`src/rtl/ptpc_ram.sv`:
```
// generic single write port ram with registered read
module ptpc_ram #(
	parameter int WIDTH = 8,
	parameter int DEPTH = 16
) (
	input  logic                     clk,
	input  logic                     we,
	input  logic [$clog2(DEPTH)-1:0] waddr,
	input  logic [WIDTH-1:0]         wdata,
	input  logic [$clog2(DEPTH)-1:0] raddr,
	output logic [WIDTH-1:0]         rdata
);
	logic [WIDTH-1:0] mem [DEPTH];

	always_ff @(posedge clk) begin
		if (we) begin
			mem[waddr] <= wdata;
		end
		rdata <= mem[raddr];
	end
endmodule

```
`config.mk`:
```
export PLATFORM = sky130hd
export DESIGN_NAME = ptpc_ram
export DESIGN_NICKNAME = d
export VERILOG_FILES = /design/src/rtl/ptpc_ram.sv
export SDC_FILE = /design/constraint.sdc
export NUM_CORES = 1
export LEC_CHECK = 0
export ABC_AREA = 1
export BUFFER_PORTS_ARGS = -buffer_cell sky130_fd_sc_hd__buf_2
export CAP_MARGIN = 5
export CELL_PAD_IN_SITES_DETAIL_PLACEMENT = 1
export CELL_PAD_IN_SITES_GLOBAL_PLACEMENT = 1
export CORE_AREA = 10 10 120 122
export DETAILED_ROUTE_END_ITERATION = 10
export DIE_AREA = 0 0 130 132
export HOLD_SLACK_MARGIN = 0.1
export PLACE_DENSITY = 0.86
export SYNTH_ARGS = -nofsm -noshare
export SYNTH_HDL_FRONTEND = slang
export SYNTH_SLANG_ARGS = --single-unit
```
`constraint.sdc`:
```
create_clock -name clk -period 1.1 [get_ports clk]
set_input_delay 0.055 -clock clk [delete_from_list [all_inputs] [get_ports clk]]
set_output_delay 0.055 -clock clk [all_outputs]
set_load 0.005 [all_outputs]
```
## Word-level counts from Yosys, hierarchy flattened

Memory sizes are Yosys's and may differ from the RTL's. A register that Yosys moved wholly into a read port is not among the register bits.
Index checks and enable logic that the tools add are counted.

- Register bits: 0
- RAM bits: 128
- Input port bits: 18
- Output and inout bits: 8
- Word-level logic and storage cells: 3
- Memories: 1

- Mux-type cells: 2

Memory list:

| name | words | bits a word | read ports | clocked after memory_dff | wr ports | line | text |
|---|---|---|---|---|---|---|---|
| mem | 16 | 8 | 1 | 1 | 1 | 13 | `logic [WIDTH-1:0] mem [DEPTH];` |

Operators with widths:

| operator | count |
|---|---|
| $mux 1 | 2 |

## Longest topological paths before layout

- Word-level depth: 2
- Mapped depth: 8
- Mapped depth without buffers: 7

## Worst setup path before layout

No wires, ideal clock.

- Kind: input port to flip-flop
- Start point: in waddr[3]
- End point: mem mem[4][0] (enable)
- Arrival time: 0.636 ns
- Path slack: 0.094 ns
- Stages on the path: 2
- Buffers on the path: 0
- Cells stage by stage: nand3b_1 nor2_1

RTL lines:

| element | line | text |
|---|---|---|
| from (decl) | 8 | `input logic [$clog2(DEPTH)-1:0] waddr,` |
| to (decl) | 13 |  |

Straight into the memory's write port.

==> run summary <==
The run finished with clean final reports. During synthesis, Yosys emitted a total of 0 warnings. For this configuration, the core starts out at a cell density of 48.41%.

In this run the cell area of the synthesized design comes to 5767 um2. Prior to clock tree synthesis, the placed netlist has a worst setup slack of -0.03521 ns. The shortest period the worst path allows was 1.041 ns; the critical path data required time was 1.42 ns. The number of top-level pins is 26, and the synthesized-area fraction occupied by ao, oa, aoi and oai cells is 0%. The critical path is of the reg -> reg type.

Summing all multi-input logic gate instances after layout gives 1234 um2. After routing the design area is 6823 um2. From synthesis to final layout, the design area changed by 18.31%. The logs give 0.008887 ns for the setup clock skew after layout and 0.05921 ns for the smallest setup slack after layout. The synthesized netlist devotes 0% of its cell area to adder and majority cells. The tools report the via count of the first global-routing pass as 4,430. The worst setup path is captured at a flip-flop. Filler cell count: 1,292. Root cell of the clock tree: sky130_fd_sc_hd__clkbuf_16. After global routing, the most crowded layer is met2. The final hold violation count is 0, and the critical-path maximum fanout is 1. The HPWL after detailed placement is 10,180 um. The run gives 2 as the maximum count of clock buffers along a single path. Leaving out fill and tap cells, the most frequent cells in the layout are sky130_fd_sc_hd__nand2_1, sky130_fd_sc_hd__edfxtp_1, sky130_fd_sc_hd__inv_1.

Clock-pin slew on the worst setup and hold paths: 0.06 ns. In this run the core area contains 40 standard-cell rows. The initial antenna violation count is 0, and the number of nets in the layout is 623.

The clock reaches the later pin of the worst-skew pair after 0.43 ns. The run gives 551 as the cell count after synthesis. For the final-report max-slew violation count, the log shows 0. For the final wirelength, the log shows 15,780 um. The portion of synthesized area spent on multiplexers is 0%.

For the final routed database, the setup TNS stands at 0 ns. The floorplan step defined a core boundary enclosing 11,910 um2. The post-detailed-route wirelength per cell was 20.63 um.

The tool flagged a number of max-cap violations equal to 0. Global routing used 19.25% of the available tracks. The share of layout cells above drive strength 1 came out at 14.24%.

The main combinational cell family by area after synthesis was simple AND/OR/NAND/NOR gates. The met2 track utilization from global routing is 31.80%. TritonCTS built the clock tree. The total overflow left after global routing is 0. The floorplan step defined a die boundary enclosing 17,160 um2.

The area share of xor/xnor cells in the synthesized design is 0%, and the number of input and output port buffers inserted is 25. The leakage power figure is 0.002961 uW, and the peak supply drop is 0.001315 V. Headroom to the max-slew limit came out at 71.28%. In the routed layout, each cell is associated on average with a via count of 5.382. STA classifies the critical path startpoint as a flip-flop. The number of setup violations in the final report is 0, and the count of unresolved DRC violations after routing is 0.

For the total power, the log shows 11,980 uW. The type of the most critical hold path was in -> reg. Counting every sink on the clock net gives 136. The repair_antennas step left the layout with diodes totalling 0.

Global routing consumed, on the met1 layer, 22.83% of the routing resources. The synthesized net count is 569, and the transition time at the pin with the least slew margin is 0.4308 ns. In this run the cell area measured after placement is 6167 um2. Dividing the final minimum period by the clock period gives 94.62%. The die is 130 um wide. The final weighted congestion in routability-driven placement came out at 0.8648.

Count of buffers added by post-CTS timing repair for setup: 0. For the first-pass GRT wire length, the log shows 24,440 um. After Yosys synthesis, and, or, nand and nor cells account for 21.05% of the synthesized area. Measured along the y axis, the die boundary spans 132 um. Counting the buffers created by CTS gives 17. The run gives 0 as the post-route antenna net violation count.

After the first detailed-routing iteration, the DRC count stood at 493. The library cell used most frequently in the layout, excluding fill and tap cells, is sky130_fd_sc_hd__nand2_1. The mean instance size in the synthesized netlist is 10.47 um2, and the via count is 4,117. Before antenna repair, the detailed router went through 5 iterations. STA puts the critical path data arrival time at 1.36 ns. The clock tree synthesis step divided the H-tree into 4 levels. The post-layout utilization of the core came out at 57.28%.

Entering global routing, the biggest net connects 56 pins. The number of synthesized register bits was 136; the power density over cell area was 1755 nW/um2. The sequential cells in the finished layout cover a total of 4004 um2. The count of cell types in the netlist is 12. The top achievable clock speed is 960.8 MHz. Sequential elements use 69.43% of the synthesized area. The global-route met3 utilization is 4.626%.
-- cells by family after synthesis --
group         after synthesis
buf+inv                   126
flops                     136
simple gates              289
-- power breakdown --
part           switching [uW]  internal, uW  total (uW)
Sequential               42.9          5790        5840
Clock                    2250          3090        5340
Combinational             544           259         803
-- per-layer routing --
metal	up-vias	share of wire, %
met5	-	0
met4	0	2.9
met3	35	5.6
met2	143	51
met1	2053	40
li1	1886	-
-- stage by stage --
| stage | instances | hold WS [ns] |
|---|---|---|
| after floorplan | 551 | 0.1539 |
| after global placement | 725 | 0.4066 |
| after detailed placement | 725 | 0.4146 |
| after CTS | 765 | 0.1046 |
| after global routing | 765 | 0.1128 |
| final | 765 | 0.1072 |
-- worst paths after layout --
path | endpoint | slack [ns] | start | depth (start not counted)
worst max-delay path | rdata[7] | 0.06 | mem[7][7] | 6
worst max register to register | rdata[7] | 0.06 | mem[7][7] | 6
worst min-delay path | mem[10][3] | 0.11 | wdata[3] | 1
worst min register to register | rdata[5] | 0.69 | mem[12][5] | 6
-- critical path, stage by stage, from the launching register on --
cell	delay, ns
sky130_fd_sc_hd__edfxtp_1	0.35
sky130_fd_sc_hd__nand2_1	0.08
sky130_fd_sc_hd__nand2_1	0.07
sky130_fd_sc_hd__nand2_1	0.08
sky130_fd_sc_hd__nand3_1	0.11
sky130_fd_sc_hd__nand3_1	0.18
sky130_fd_sc_hd__nand2_1	0.07
-- synthesized netlist by cell type --
cell,count,share of area (%)
sky130_fd_sc_hd__buf_6,6,1.2
sky130_fd_sc_hd__dfxtp_1,8,2.8
sky130_fd_sc_hd__edfxtp_1,128,67
sky130_fd_sc_hd__buf_2,13,1.1
sky130_fd_sc_hd__inv_2,2,0.13
sky130_fd_sc_hd__nand3b_1,2,0.26
sky130_fd_sc_hd__buf_1,1,0.065
sky130_fd_sc_hd__nand2_1,173,11
sky130_fd_sc_hd__buf_4,4,0.52
sky130_fd_sc_hd__inv_1,100,6.5
sky130_fd_sc_hd__nor2_1,17,1.1
sky130_fd_sc_hd__nand3_1,97,8.4
-- state kept, by name, indices dropped and copies added, names as in the netlist --
register / cells
rdata: 8
mem: 128
-- final cells by class --
| class | instances | share of cell area, % |
|---|---|---|
| repair buffers | 59 | 6.785 |
| clock inverters | 15 | 1.907 |
| flip-flops and latches | 136 | 58.68 |
| well taps | 147 | 2.696 |
| multi-input cells | 289 | 18.08 |
| clock buffers | 17 | 6.235 |
| inverters | 102 | 5.612 |
-- repair_timing --
action,CTS,global route
setup endpoints to repair,0,3
endpoints found under the hold margin,120,0
hold buffers,8,0
gates resized for setup,0,4
(Power assumes the default switching activity.)
